`src/rtl/core/lz77d_pkg.sv`:
```
// Shared types and constants for the LZ77 triple decoder.
`timescale 1ns / 1ps

package lz77d_pkg;

   // Default number of entries in the history ring.
   localparam int HistoryDepthDefault = 256;

   // A triple yields at most this many bytes, the literal included.
   localparam int LookaheadSize = 24;

   // Reset value of the window size register.
   localparam logic [7:0] WindowReset = 8'd226;

   // One input item: an LZ77 triple.
   typedef struct packed {
      logic [7:0] match_start;
      logic [4:0] match_len;
      logic [7:0] literal;
   } lz77d_req_type;

   // One result item: a single decoded byte.
   typedef struct packed {
      logic [7:0] out_byte;
      logic       last_of_item;
      logic       bad_reference;
   } lz77d_rsp_type;

   // Sequencer states of the copy engine.
   typedef enum logic [1:0] {
      BkIdle,
      BkCopy,
      BkLit
   } lz77d_back_state_type;

endpackage

```
`src/rtl/core/lz77_triple_decoder.sv`:
```
// Top level of the LZ77 triple decoder: configuration register and block wiring.
`timescale 1ns / 1ps

// Decodes one LZ77 triple (match start, match length, literal) per input item
// into a stream of bytes, one result item per byte: the copied bytes first,
// then the literal, which carries last_of_item. A match length above 23 is
// clipped to 23. A match start at or beyond the usable history (the smaller of
// the bytes written so far, the window size and the ring depth) makes every
// copied byte of that triple come out as zero with bad_reference set. Each
// triple holds the copy engine until its literal is out. It is loaded in the
// idle state, which also starts the history read; the engine then puts out one
// byte per cycle from the history ring while the output register is free. The
// ring has one write and one read port. A front register and a two-entry queue
// take new items while the engine works, and an output register lets the
// engine run until the consumer stalls. The window size register is always
// ready; write it only while the decoder is idle. The history ring needs no
// clearing after reset, so items are accepted from the first cycle.
module lz77_triple_decoder #(
   parameter int HISTORY_DEPTH = lz77d_pkg::HistoryDepthDefault
) (
   input  logic                    clock,
   input  logic                    reset,
   input  logic                    req_valid,
   output logic                    req_ready,
   input  lz77d_pkg::lz77d_req_type req_data,
   output logic                    rsp_valid,
   input  logic                    rsp_ready,
   output lz77d_pkg::lz77d_rsp_type rsp_data,
   input  logic                    csr_valid,
   output logic                    csr_ready,
   input  logic [7:0]              csr_data
);
   import lz77d_pkg::*;

   logic [7:0]    window_ff;
   logic [7:0]    window_in;
   logic          push_valid;
   logic          push_ready;
   lz77d_req_type push_data;
   logic          pop_valid;
   logic          pop_ready;
   lz77d_req_type pop_data;

   // Window size register.
   assign csr_ready = 1'b1;
   assign window_in = (csr_valid && csr_ready) ? csr_data : window_ff;

   always_ff @(posedge clock) begin
      if (reset) begin
         window_ff <= WindowReset;
      end else begin
         window_ff <= window_in;
      end
   end

   lz77d_front u_front (
      .clock      (clock),
      .reset      (reset),
      .req_valid  (req_valid),
      .req_ready  (req_ready),
      .req_data   (req_data),
      .push_valid (push_valid),
      .push_ready (push_ready),
      .push_data  (push_data)
   );

   lz77d_queue u_queue (
      .clock      (clock),
      .reset      (reset),
      .push_valid (push_valid),
      .push_ready (push_ready),
      .push_data  (push_data),
      .pop_valid  (pop_valid),
      .pop_ready  (pop_ready),
      .pop_data   (pop_data)
   );

   lz77d_back #(
      .HISTORY_DEPTH (HISTORY_DEPTH)
   ) u_back (
      .clock       (clock),
      .reset       (reset),
      .window_size (window_ff),
      .pop_valid   (pop_valid),
      .pop_ready   (pop_ready),
      .pop_data    (pop_data),
      .rsp_valid   (rsp_valid),
      .rsp_ready   (rsp_ready),
      .rsp_data    (rsp_data)
   );

endmodule

```
`src/rtl/core/lz77d_front.sv`:
```
// Front end: accepts triples, clips the match length and hands them to the queue.
`timescale 1ns / 1ps

module lz77d_front (
   input  logic                    clock,
   input  logic                    reset,
   input  logic                    req_valid,
   output logic                    req_ready,
   input  lz77d_pkg::lz77d_req_type req_data,
   output logic                    push_valid,
   input  logic                    push_ready,
   output lz77d_pkg::lz77d_req_type push_data
);
   import lz77d_pkg::*;

   localparam logic [4:0] MaxCopy = 5'(LookaheadSize - 1);

   logic          valid_ff;
   logic          valid_in;
   lz77d_req_type item_ff;
   lz77d_req_type item_in;
   logic          accept;
   logic          pushed;

   // The holding register frees up in the same cycle its item moves on.
   assign pushed    = valid_ff && push_ready;
   assign req_ready = !valid_ff || push_ready;
   assign accept    = req_valid && req_ready;

   // A copy longer than the lookahead allows is clipped here, once.
   always_comb begin
      item_in = req_data;
      if (32'(req_data.match_len) > LookaheadSize - 1) begin
         item_in.match_len = MaxCopy;
      end
   end

   always_comb begin
      valid_in = valid_ff;
      if (accept) begin
         valid_in = 1'b1;
      end else if (pushed) begin
         valid_in = 1'b0;
      end
   end

   always_ff @(posedge clock) begin
      if (reset) begin
         valid_ff <= 1'b0;
      end else begin
         valid_ff <= valid_in;
      end
   end

   always_ff @(posedge clock) begin
      if (accept) begin
         item_ff <= item_in;
      end
   end

   assign push_valid = valid_ff;
   assign push_data  = item_ff;

endmodule

```
`src/rtl/core/lz77d_queue.sv`:
```
// Two-entry queue of triples between the front end and the copy engine.
`timescale 1ns / 1ps

module lz77d_queue (
   input  logic                    clock,
   input  logic                    reset,
   input  logic                    push_valid,
   output logic                    push_ready,
   input  lz77d_pkg::lz77d_req_type push_data,
   output logic                    pop_valid,
   input  logic                    pop_ready,
   output lz77d_pkg::lz77d_req_type pop_data
);
   import lz77d_pkg::*;

   lz77d_req_type entry_ff [2];
   logic          wr_ptr_ff;
   logic          wr_ptr_in;
   logic          rd_ptr_ff;
   logic          rd_ptr_in;
   logic [1:0]    count_ff;
   logic [1:0]    count_in;
   logic          do_push;
   logic          do_pop;

   assign push_ready = (count_ff != 2'd2);
   assign pop_valid  = (count_ff != 2'd0);
   assign pop_data   = entry_ff[rd_ptr_ff];
   assign do_push    = push_valid && push_ready;
   assign do_pop     = pop_valid && pop_ready;

   // Pointer and occupancy bookkeeping.
   always_comb begin
      wr_ptr_in = do_push ? !wr_ptr_ff : wr_ptr_ff;
      rd_ptr_in = do_pop ? !rd_ptr_ff : rd_ptr_ff;
      count_in  = count_ff;
      if (do_push && !do_pop) begin
         count_in = count_ff + 2'd1;
      end else if (do_pop && !do_push) begin
         count_in = count_ff - 2'd1;
      end
   end

   always_ff @(posedge clock) begin
      if (reset) begin
         wr_ptr_ff <= 1'b0;
         rd_ptr_ff <= 1'b0;
         count_ff  <= 2'd0;
      end else begin
         wr_ptr_ff <= wr_ptr_in;
         rd_ptr_ff <= rd_ptr_in;
         count_ff  <= count_in;
      end
   end

   always_ff @(posedge clock) begin
      if (do_push) begin
         entry_ff[wr_ptr_ff] <= push_data;
      end
   end

endmodule

```
`src/rtl/core/lz77d_back.sv`:
```
// Copy engine: history ring, fill tracking and the byte-by-byte output sequencer.
`timescale 1ns / 1ps

module lz77d_back #(
   parameter int HISTORY_DEPTH = lz77d_pkg::HistoryDepthDefault
) (
   input  logic                    clock,
   input  logic                    reset,
   input  logic [7:0]              window_size,
   input  logic                    pop_valid,
   output logic                    pop_ready,
   input  lz77d_pkg::lz77d_req_type pop_data,
   output logic                    rsp_valid,
   input  logic                    rsp_ready,
   output lz77d_pkg::lz77d_rsp_type rsp_data
);
   import lz77d_pkg::*;

   localparam int AddrWidth = $clog2(HISTORY_DEPTH);
   localparam int DiffWidth = ((AddrWidth > 8) ? AddrWidth : 8) + 1;
   localparam logic [AddrWidth-1:0] LastAddr = AddrWidth'(HISTORY_DEPTH - 1);
   localparam logic [DiffWidth-1:0] DepthWide = DiffWidth'(HISTORY_DEPTH);

   // History ring; only entries that have been written are used as copy data.
   logic [7:0] history_mem [HISTORY_DEPTH];

   lz77d_back_state_type state_ff;
   lz77d_back_state_type state_in;

   logic [AddrWidth-1:0] wp_ff;
   logic [AddrWidth-1:0] wp_in;
   logic [AddrWidth-1:0] src_ff;
   logic [AddrWidth-1:0] src_in;
   logic [7:0]           filled_ff;
   logic [7:0]           filled_in;
   logic [4:0]           remain_ff;
   logic [4:0]           remain_in;
   logic                 bad_ff;
   logic                 bad_in;
   logic                 near_ff;
   logic                 near_in;
   logic [7:0]           lit_ff;
   logic [7:0]           lit_in;
   logic [7:0]           last_byte_ff;
   logic [7:0]           rd_data_ff;
   logic                 rsp_valid_ff;
   logic                 rsp_valid_in;
   lz77d_rsp_type        rsp_ff;
   lz77d_rsp_type        rsp_in;

   logic                 out_free;
   logic                 load;
   logic                 produce;
   logic [7:0]           wr_byte;
   logic [AddrWidth-1:0] rd_addr;
   logic [AddrWidth-1:0] wp_next;
   logic [AddrWidth-1:0] src_next;
   logic [7:0]           eff;
   logic                 start_bad;
   logic [7:0]           src_gap;
   logic [DiffWidth-1:0] wp_wide;
   logic [DiffWidth-1:0] gap_wide;
   logic [AddrWidth-1:0] src_start;

   // The output register can take a byte when empty or being drained.
   assign out_free = !rsp_valid_ff || rsp_ready;

   // Effective fill at the start of a triple and the copy source it implies.
   always_comb begin
      eff = filled_ff;
      if (eff > window_size) begin
         eff = window_size;
      end
      if (32'(eff) > HISTORY_DEPTH) begin
         eff = 8'(HISTORY_DEPTH);
      end
      start_bad = (pop_data.match_start >= eff);
      src_gap   = eff - pop_data.match_start;
      wp_wide   = DiffWidth'(wp_ff);
      gap_wide  = DiffWidth'(src_gap);
      if (wp_wide >= gap_wide) begin
         src_start = AddrWidth'(wp_wide - gap_wide);
      end else begin
         src_start = AddrWidth'(wp_wide + DepthWide - gap_wide);
      end
   end

   // Ring pointers advance by one with wrap at the history depth.
   assign wp_next  = (wp_ff == LastAddr) ? '0 : wp_ff + 1'b1;
   assign src_next = (src_ff == LastAddr) ? '0 : src_ff + 1'b1;

   // Next state of the sequencer.
   always_comb begin
      state_in = state_ff;
      case (state_ff)
         BkIdle: begin
            if (pop_valid) begin
               state_in = (pop_data.match_len != 5'd0) ? BkCopy : BkLit;
            end
         end
         BkCopy: begin
            if (out_free && remain_ff == 5'd1) begin
               state_in = BkLit;
            end
         end
         BkLit: begin
            if (out_free) begin
               state_in = BkIdle;
            end
         end
         default: begin
            state_in = BkIdle;
         end
      endcase
   end

   // Sequencer outputs: loading a triple, producing a byte, the read address.
   always_comb begin
      load    = 1'b0;
      produce = 1'b0;
      wr_byte = lit_ff;
      rd_addr = src_ff;
      rsp_in  = rsp_ff;
      src_in  = src_ff;
      remain_in = remain_ff;
      bad_in  = bad_ff;
      near_in = near_ff;
      lit_in  = lit_ff;
      case (state_ff)
         BkIdle: begin
            if (pop_valid) begin
               load      = 1'b1;
               src_in    = src_start;
               rd_addr   = src_start;
               remain_in = pop_data.match_len;
               bad_in    = start_bad;
               near_in   = (src_gap == 8'd1);
               lit_in    = pop_data.literal;
            end
         end
         BkCopy: begin
            // A distance of one reads the byte written just before.
            if (bad_ff) begin
               wr_byte = 8'd0;
            end else if (near_ff) begin
               wr_byte = last_byte_ff;
            end else begin
               wr_byte = rd_data_ff;
            end
            if (out_free) begin
               produce   = 1'b1;
               src_in    = src_next;
               rd_addr   = src_next;
               remain_in = remain_ff - 5'd1;
               rsp_in.out_byte      = wr_byte;
               rsp_in.last_of_item  = 1'b0;
               rsp_in.bad_reference = bad_ff;
            end
         end
         BkLit: begin
            wr_byte = lit_ff;
            if (out_free) begin
               produce = 1'b1;
               rsp_in.out_byte      = lit_ff;
               rsp_in.last_of_item  = 1'b1;
               rsp_in.bad_reference = 1'b0;
            end
         end
         default: begin
            load = 1'b0;
         end
      endcase
   end

   assign pop_ready = load;

   // Every produced byte is pushed into the history and counted into the fill.
   always_comb begin
      wp_in        = wp_ff;
      filled_in    = filled_ff;
      rsp_valid_in = rsp_valid_ff;
      if (produce) begin
         wp_in        = wp_next;
         filled_in    = (filled_ff >= window_size) ? window_size : filled_ff + 8'd1;
         rsp_valid_in = 1'b1;
      end else if (rsp_ready) begin
         rsp_valid_in = 1'b0;
      end
   end

   always_ff @(posedge clock) begin
      if (reset) begin
         state_ff     <= BkIdle;
         wp_ff        <= '0;
         filled_ff    <= 8'd0;
         rsp_valid_ff <= 1'b0;
      end else begin
         state_ff     <= state_in;
         wp_ff        <= wp_in;
         filled_ff    <= filled_in;
         rsp_valid_ff <= rsp_valid_in;
      end
   end

   // Per-triple working registers and the output payload.
   always_ff @(posedge clock) begin
      src_ff    <= src_in;
      remain_ff <= remain_in;
      bad_ff    <= bad_in;
      near_ff   <= near_in;
      lit_ff    <= lit_in;
      rsp_ff    <= rsp_in;
      if (produce) begin
         last_byte_ff <= wr_byte;
      end
   end

   // History memory: one write and one registered read per cycle.
   always_ff @(posedge clock) begin
      if (produce) begin
         history_mem[wp_ff] <= wr_byte;
      end
      rd_data_ff <= history_mem[rd_addr];
   end

   assign rsp_valid = rsp_valid_ff;
   assign rsp_data  = rsp_ff;

endmodule

```
`config.mk`:
```
export PLATFORM = sky130hd
export DESIGN_NAME = lz77_triple_decoder
export DESIGN_NICKNAME = d
export VERILOG_FILES = /design/src/rtl/core/lz77d_pkg.sv /design/src/rtl/core/lz77_triple_decoder.sv /design/src/rtl/core/lz77d_front.sv /design/src/rtl/core/lz77d_queue.sv /design/src/rtl/core/lz77d_back.sv
export SDC_FILE = /design/constraint.sdc
export NUM_CORES = 2
export LEC_CHECK = 0
export BUFFER_PORTS_ARGS = -buffer_cell sky130_fd_sc_hd__buf_2
export CORE_ASPECT_RATIO = 1.5
export CORE_MARGIN = 4
export CORE_UTILIZATION = 55
export CTS_CLUSTER_SIZE = 20
export DETAILED_ROUTE_END_ITERATION = 10
export PLACE_DENSITY_LB_ADDON = 0.1
export SLEW_MARGIN = 10
export SYNTH_ARGS = -nofsm -noshare
export SYNTH_HDL_FRONTEND = slang
export SYNTH_HIERARCHICAL = 1
export SYNTH_SLANG_ARGS = --single-unit
export TNS_END_PERCENT = 10
```
`constraint.sdc`:
```
create_clock -name clock -period 7.3 [get_ports clock]
set_input_delay 1.095 -clock clock [delete_from_list [all_inputs] [get_ports clock]]
set_output_delay 1.095 -clock clock [all_outputs]
set_load 0.05 [all_outputs]
```
# --- Yosys cells after proc, flatten, opt, wreduce, memory -nomap -nowiden ---
# Memory sizes are Yosys's and may differ from the RTL's. A register that Yosys moved wholly into a read port is not among the register bits.
# Cells that the tools add are included.
op_classes:
  n_eq_ne: 11
  n_mux: 38
  order_cmp: 5
  reduce_logical: 27
  addsub: 10
ops:
  columns: ["cell", "count"]
  rows:
  - ["two-way mux 8 bit", 10]
  - ["adder 8 x 1 -> 8 bit (second input constant)", 4]
  - [">= comparator 8 bit", 3]
  - ["subtractor 8 bit", 3]
  - ["two-way mux 10 bit", 2]
  - ["one-hot mux 10 bit (2 select lines)", 1]
  - ["equality test 8 bit (second input constant)", 2]
  - ["one-hot mux 8 bit (2 select lines)", 1]
  - ["two-way mux 1 bit", 14]
  - ["two-way mux 2 bit", 6]
  - ["nonzero test 2 bit", 6]
  - ["two-way mux 5 bit", 2]
  - ["one-hot mux 5 bit (2 select lines)", 1]
  - ["AND reduction 3 bit", 3]
  - ["equality test 8 x 1 -> 1 bit (second input constant)", 1]
  - ["greater-than comparator 8 bit", 1]
  - ["logical AND 1 bit", 6]
  - ["zero test 1 bit", 6]
  - ["inequality test 2 x 1 -> 1 bit (second input constant)", 3]
  - ["one-hot mux 2 bit (3 select lines)", 1]
  - ["equality test 5 x 1 -> 1 bit (second input constant)", 1]
  - ["greater-than comparator 5 bit (second input constant)", 1]
  - ["nonzero test 5 bit", 1]
  - ["subtractor 5 x 1 -> 5 bit (second input constant)", 1]
  - ["9 further kinds", 11]
word_totals:
  output_inout_bits: 13
  ram_bits: 2090
  n_memories: 2
  inputBits: 34
  reg_bits: 94
mem_list:
  columns: ["name", "words", "width", "rd", "rd_clocked_by_memory_dff", "wr", "line", "source"]
  rows:
  - ["u_back.history_mem", 256, 8, 1, 1, 1, "lz77d_back.sv:25", "logic [7:0] history_mem [HISTORY_DEPTH];"]
  - ["u_queue.entry_ff", 2, 21, 1, 1, 1, "lz77d_queue.sv:16", "lz77d_req_type entry_ff [2];"]

# --- Logic depth before layout (Yosys ltp) ---
logic_depth:
  depth_word: 7
  depth_mapped: 32
  depth_no_buf: 29

# --- Hierarchy ---
# Netlist, hierarchy kept.
by_module_without_submodules:
  columns: ["module", "n_inst", "cells_each", "area_each_um2", "seq_area_each_um2"]
  rows:
  - ["lz77d_back", 1, 6251, 86295.3, 63190.6]
  - ["lz77d_queue", 1, 89, 1730.4, 1361.3]
  - ["lz77d_front", 1, 32, 718.2, 650.6]
  - ["lz77_triple_decoder", 1, 28, 307.8, 160.2]

# --- Worst setup path before layout ---
# Ideal clock, no wire load.
synth_path:
  path_kind: "flip-flop to flip-flop"
  startpoint: "register window_ff[1]"
  endpoint: "register u_back.rd_data_ff[7] (read register of u_back.history_mem)"
  required_time_ns: 7.166
  t_arrival_ns: 5.989
  n_path_buf: 3
  period_less_slack_ns: 6.123
  path_stages_with_launch: 31
  slack_ns: 1.177
  cell_sequence: "dfxtp_1 inv_1 ha_1 nor2b_1 o21a_1 o21a_1 o21a_1 o21a_1 o21ai_0 nand2b_1 a21oi_1 or2_2 clkbuf_1 mux2i_1 ha_1 fa_1 nor2b_1 o21a_1 o21a_4 or2_2 ha_1 inv_1 xnor2_1 a221oi_4 inv_2 buf_2 clkbuf_1 nand2_1 a311oi_1 nor4_1 or4_1"
synth_between:
  elab_chain_cells: 7
  elab_cells_between_ends: 9
synth_rtl:
  columns: ["item", "line", "source"]
  rows:
  - ["from (decl)", "lz77_triple_decoder.sv:35", "logic [7:0] window_ff;"]
  - ["from (signal assigned)", "lz77_triple_decoder.sv:50", "window_ff <= WindowReset;"]
  - ["from (signal assigned)", "lz77_triple_decoder.sv:52", "window_ff <= window_in;"]
  - ["greater-than comparator 8 bit", "lz77d_back.sv:71", "if (eff > window_size) begin"]
  - ["two-way mux 8 bit (*)", "lz77d_back.sv:71", null]
  - ["subtractor 8 bit (*)", "lz77d_back.sv:78", "src_gap = eff - pop_data.match_start;"]
  - ["subtractor 8 bit, or another cell as far along", "lz77d_back.sv:84", "src_start = AddrWidth'(wp_wide + DepthWide - gap_wide);"]
  - ["two-way mux 8 bit (*)", "lz77d_back.sv:81", "if (wp_wide >= gap_wide) begin"]
  - ["two-way mux 8 bit (*)", "lz77d_back.sv:131", "if (pop_valid) begin"]
  - ["one-hot mux 8 bit (2 select lines) (*)", "lz77d_back.sv:129", "case (state_ff)"]
  - ["to (decl)", "lz77d_back.sv:45", "logic [7:0] rd_data_ff;"]
# Mark *: on every way between the ends. The rest lies on a longest branch, timed or not.
# A chain may end at the register's enable or synchronous reset.

# --- Worst setup path in the final report ---
layout_path:
  startpoint: "register window_ff[1]"
  endpoint: "register u_back.rd_data_ff[3] (read register of u_back.history_mem)"
# Same word-level chain as after synthesis.

==> reports/qor.yml <==
synth_seq_area_share_pct: 73.4
gp_congestion: 0.907
grt_pass1_vias: 55200
path_common_cell: "o21a_1"
hold_buffers: 0
cts_htree_levels: 4
dpl.hpwl_mm: 174
netlist_area_um2: 89100
relSlewSlack_pct: 19.3
multi_input_area_um2: 21600
nFillCells: 12100
grt_first_pass_wirelength_mm: 392
drt_pass1_iterations: 6
clkLatencyLatePin_ns: 0.85
synthesis.nets: 6470
endpoint_kind: "flop"
cts.clk_slew.worst_paths_ns: 0.07
synth-adder-area-share_pct: 0.523
postRouteAntennaNets: 0
post_drt_wl_per_cell_um: 31.2
yosys.area.top_type: "edfxtp_1"
viasPerCell: 6.44
dp.cells: 8435
drive_gt1_share_pct: 12.4
cts_tree: "done"
maxCapViolCount: 0
worst_pin_slew_ns: 1.21
synth_cell_type_count: 100
start_util_pct: 55.5
synth_top_family_by_area: "simple AND/OR/NAND/NOR gates"
cts_made_buffers: 192
dpl_cell_area_um2: 93000
fin_cells: 8805
rsz0062_at_grt: "no"
final_area_um2: 99500
cts_buffer_depth: 3
rows: 180
avgSynthCellArea_um2: 13.9
io_buffers: 45
slew_viol_final: 0
core_um2: 161000
post-route-util_pct: 62.0
grt_overflow: 0
yosys-top-cells-area: "edfxtp_1, nand2_1, nand3_1, mux2i_1, mux4_2"
synth_compound_area_share_pct: 4.66
crit_path_max_fanout: 23
critPathKind: "reg -> reg"
syn_to_final_growth_pct: 11.7
cp.required_ns: 8.04
synth-main-ff-cell: "edfxtp_1"
post-synth-top-count-cell: "edfxtp_1"
wirelength_mm: 275
cp_slowest_cell: "fa_1"
die_w_um: 337
synthXorXnorAreaFrac_pct: 0.163
skew_ns: 0.0262
start_kind: "flop"
postSynth.asyncResetShare_pct: 0
ys_seq_elements: 2193
die-area_um2: 169000
num-nets-final: 6610
fin_ws_ns: 0.248
drc: 0
cts-root-buf: "clkbuf_16"
hold_violations: 0
numClockSinks: 2193
status: "finished clean"
grtUsageTotal_pct: 32.7
fin_crit_ns: 7.05
synth_enable_flop_cells: 2144
dp_slack_ns: -0.210
hold_path.class: "in -> reg"
setup_viol: 0
synth-simple-area-share_pct: 13.3
synth_common_cells: "edfxtp_1, nand2_1, nand3_1, nor2_1, mux2i_1"
grt_max_degree: 186
drt_iter0_drc: 7285
die_h_um: 501
seq_area_um2: 65400
max_freq_mhz: 142
via_count: 56700
synth_top_area_share_pct: 72.3
antenna_found_initial: 13
synthMuxAreaShare_pct: 5.15
critical_path_arrival_ns: 7.79
cpPeakStageDelay_ns: 0.56
synthCells: 6400
yosys_warnings: 6
ios: 47
fin_crit_sh_pct: 96.6
-- critical path, delay by kind of cell (launching register included) --
family,cells,cell delay [ns]
compound gates,10,2.21
xor+xnor,1,0.15
fa+ha+maj,4,1.49
buf+inv,6,0.97
flops,1,0.35
mux,4,0.78
simple gates,5,0.99
-- flip-flops by register name, indices dropped and copies added, names as in the netlist, 5 cells and up, named ones only --
name and cells:
u_back/history_mem 2048, u_queue/entry_ff 42, u_front/push_data 21, u_back/rsp_data 10, u_back/filled_ff 8, u_back/last_byte_ff 8, u_back/lit_ff 8, u_back/rd_data_ff 8
u_back/src_ff 8, u_back/wp_ff 8, window_ff 8, u_back/remain_ff 5
-- through the flow --
stage          TNS, ns  hold WS, ns
6_report             0        0.416
5_1_grt              0        0.388
4_1_cts              0        0.360
3_5_place_dp    -0.410        0.437
3_3_place_gp    -0.541        0.424
2_1_floorplan        0        0.421
-- layout make-up --
cell class | count | share of cell area (%)
Clock buffer | 233 | 5.02
Multi-Input combinational cell | 3723 | 21.7
Clock inverter | 118 | 1.26
Inverter | 70 | 0.292
Sequential cell | 2193 | 65.7
Tap cell | 2093 | 2.63
Antenna cell | 15 | 0.0377
Timing Repair Buffer | 360 | 3.38
-- what timing repair did --
item | CTS | global route
buffers inserted | 0 | 4
endpoints found under the setup margin | 3 | 8
cloned | 0 | 0
gates resized for setup | 4 | 32
pin swaps | 0 | 6
endpoints found under the hold margin | 0 | 0
-- placed cells by master (no fill, tap or decap), drive strengths merged, types with 10 or more instances in the layout --
cell / synthesis / final
a211oi: 43 / 43
o22ai: 20 / 20
nand2b: 13 / 13
nor4: 13 / 13
nand2: 1455 / 1455
or3: 10 / 10
nor2b: 15 / 15
nor2: 314 / 314
nand4: 71 / 71
bufinv: 0 / 19
clkinvlp: 0 / 12
buf: 277 / 360
a31oi: 76 / 76
dfxtp: 49 / 49
a32oi: 94 / 94
nand3: 714 / 714
mux2i: 253 / 253
and3: 35 / 35
clkbuf: 137 / 233
o21ai: 64 / 64
inv: 70 / 79
a21o: 10 / 10
a311oi: 55 / 55
o31ai: 10 / 10
a22oi: 16 / 16
edfxtp: 2144 / 2144
mux4: 80 / 80
clkinv: 0 / 78
a21oi: 109 / 109
diode: 0 / 15
o21a: 11 / 11
ha: 34 / 34
mux2: 22 / 22
nor3: 53 / 53
-- metal layers --
layer	part of all wire (%)	vias to the layer above	GRT usage, %
met5	0.020	-	0
met4	6.8	8	18.9
met3	9.5	724	6.39
met2	48	3227	53.4
met1	35	28500	40.8
li1	-	24200	-
-- cell families after synthesis --
kind of cell | count (synthesis)
buffers and inverters | 484
AOI/OAI and AO/OA | 579
muxes | 355
and+or+nand+nor | 2737
DFF | 2193
other | 1
adders and majority gates | 36
xor gates and xnor gates | 15
-- path summary, 6_finish.rpt --
check | from | endpoint | slack [ns] | cells after the start
worst min register to register | u_front/push_data[19]$_DFFE_PP_ | u_queue/entry_ff[0][19]$_DFFE_PP_ | 0.45 | 0
worst min-delay path | req_data[18] | u_front/push_data[18]$_DFFE_PP_ | 0.42 | 1
worst max register to register | window_ff[1]$_SDFFE_PP1P_ | u_back/rd_data_ff[3]$_DFF_P_ | 0.25 | 30
worst max-delay path | window_ff[1]$_SDFFE_PP1P_ | u_back/rd_data_ff[3]$_DFF_P_ | 0.25 | 30
Power is left out: the tool's default activity adds up to more than one toggle a clock period on the data nets, which glitch-free logic cannot reach.
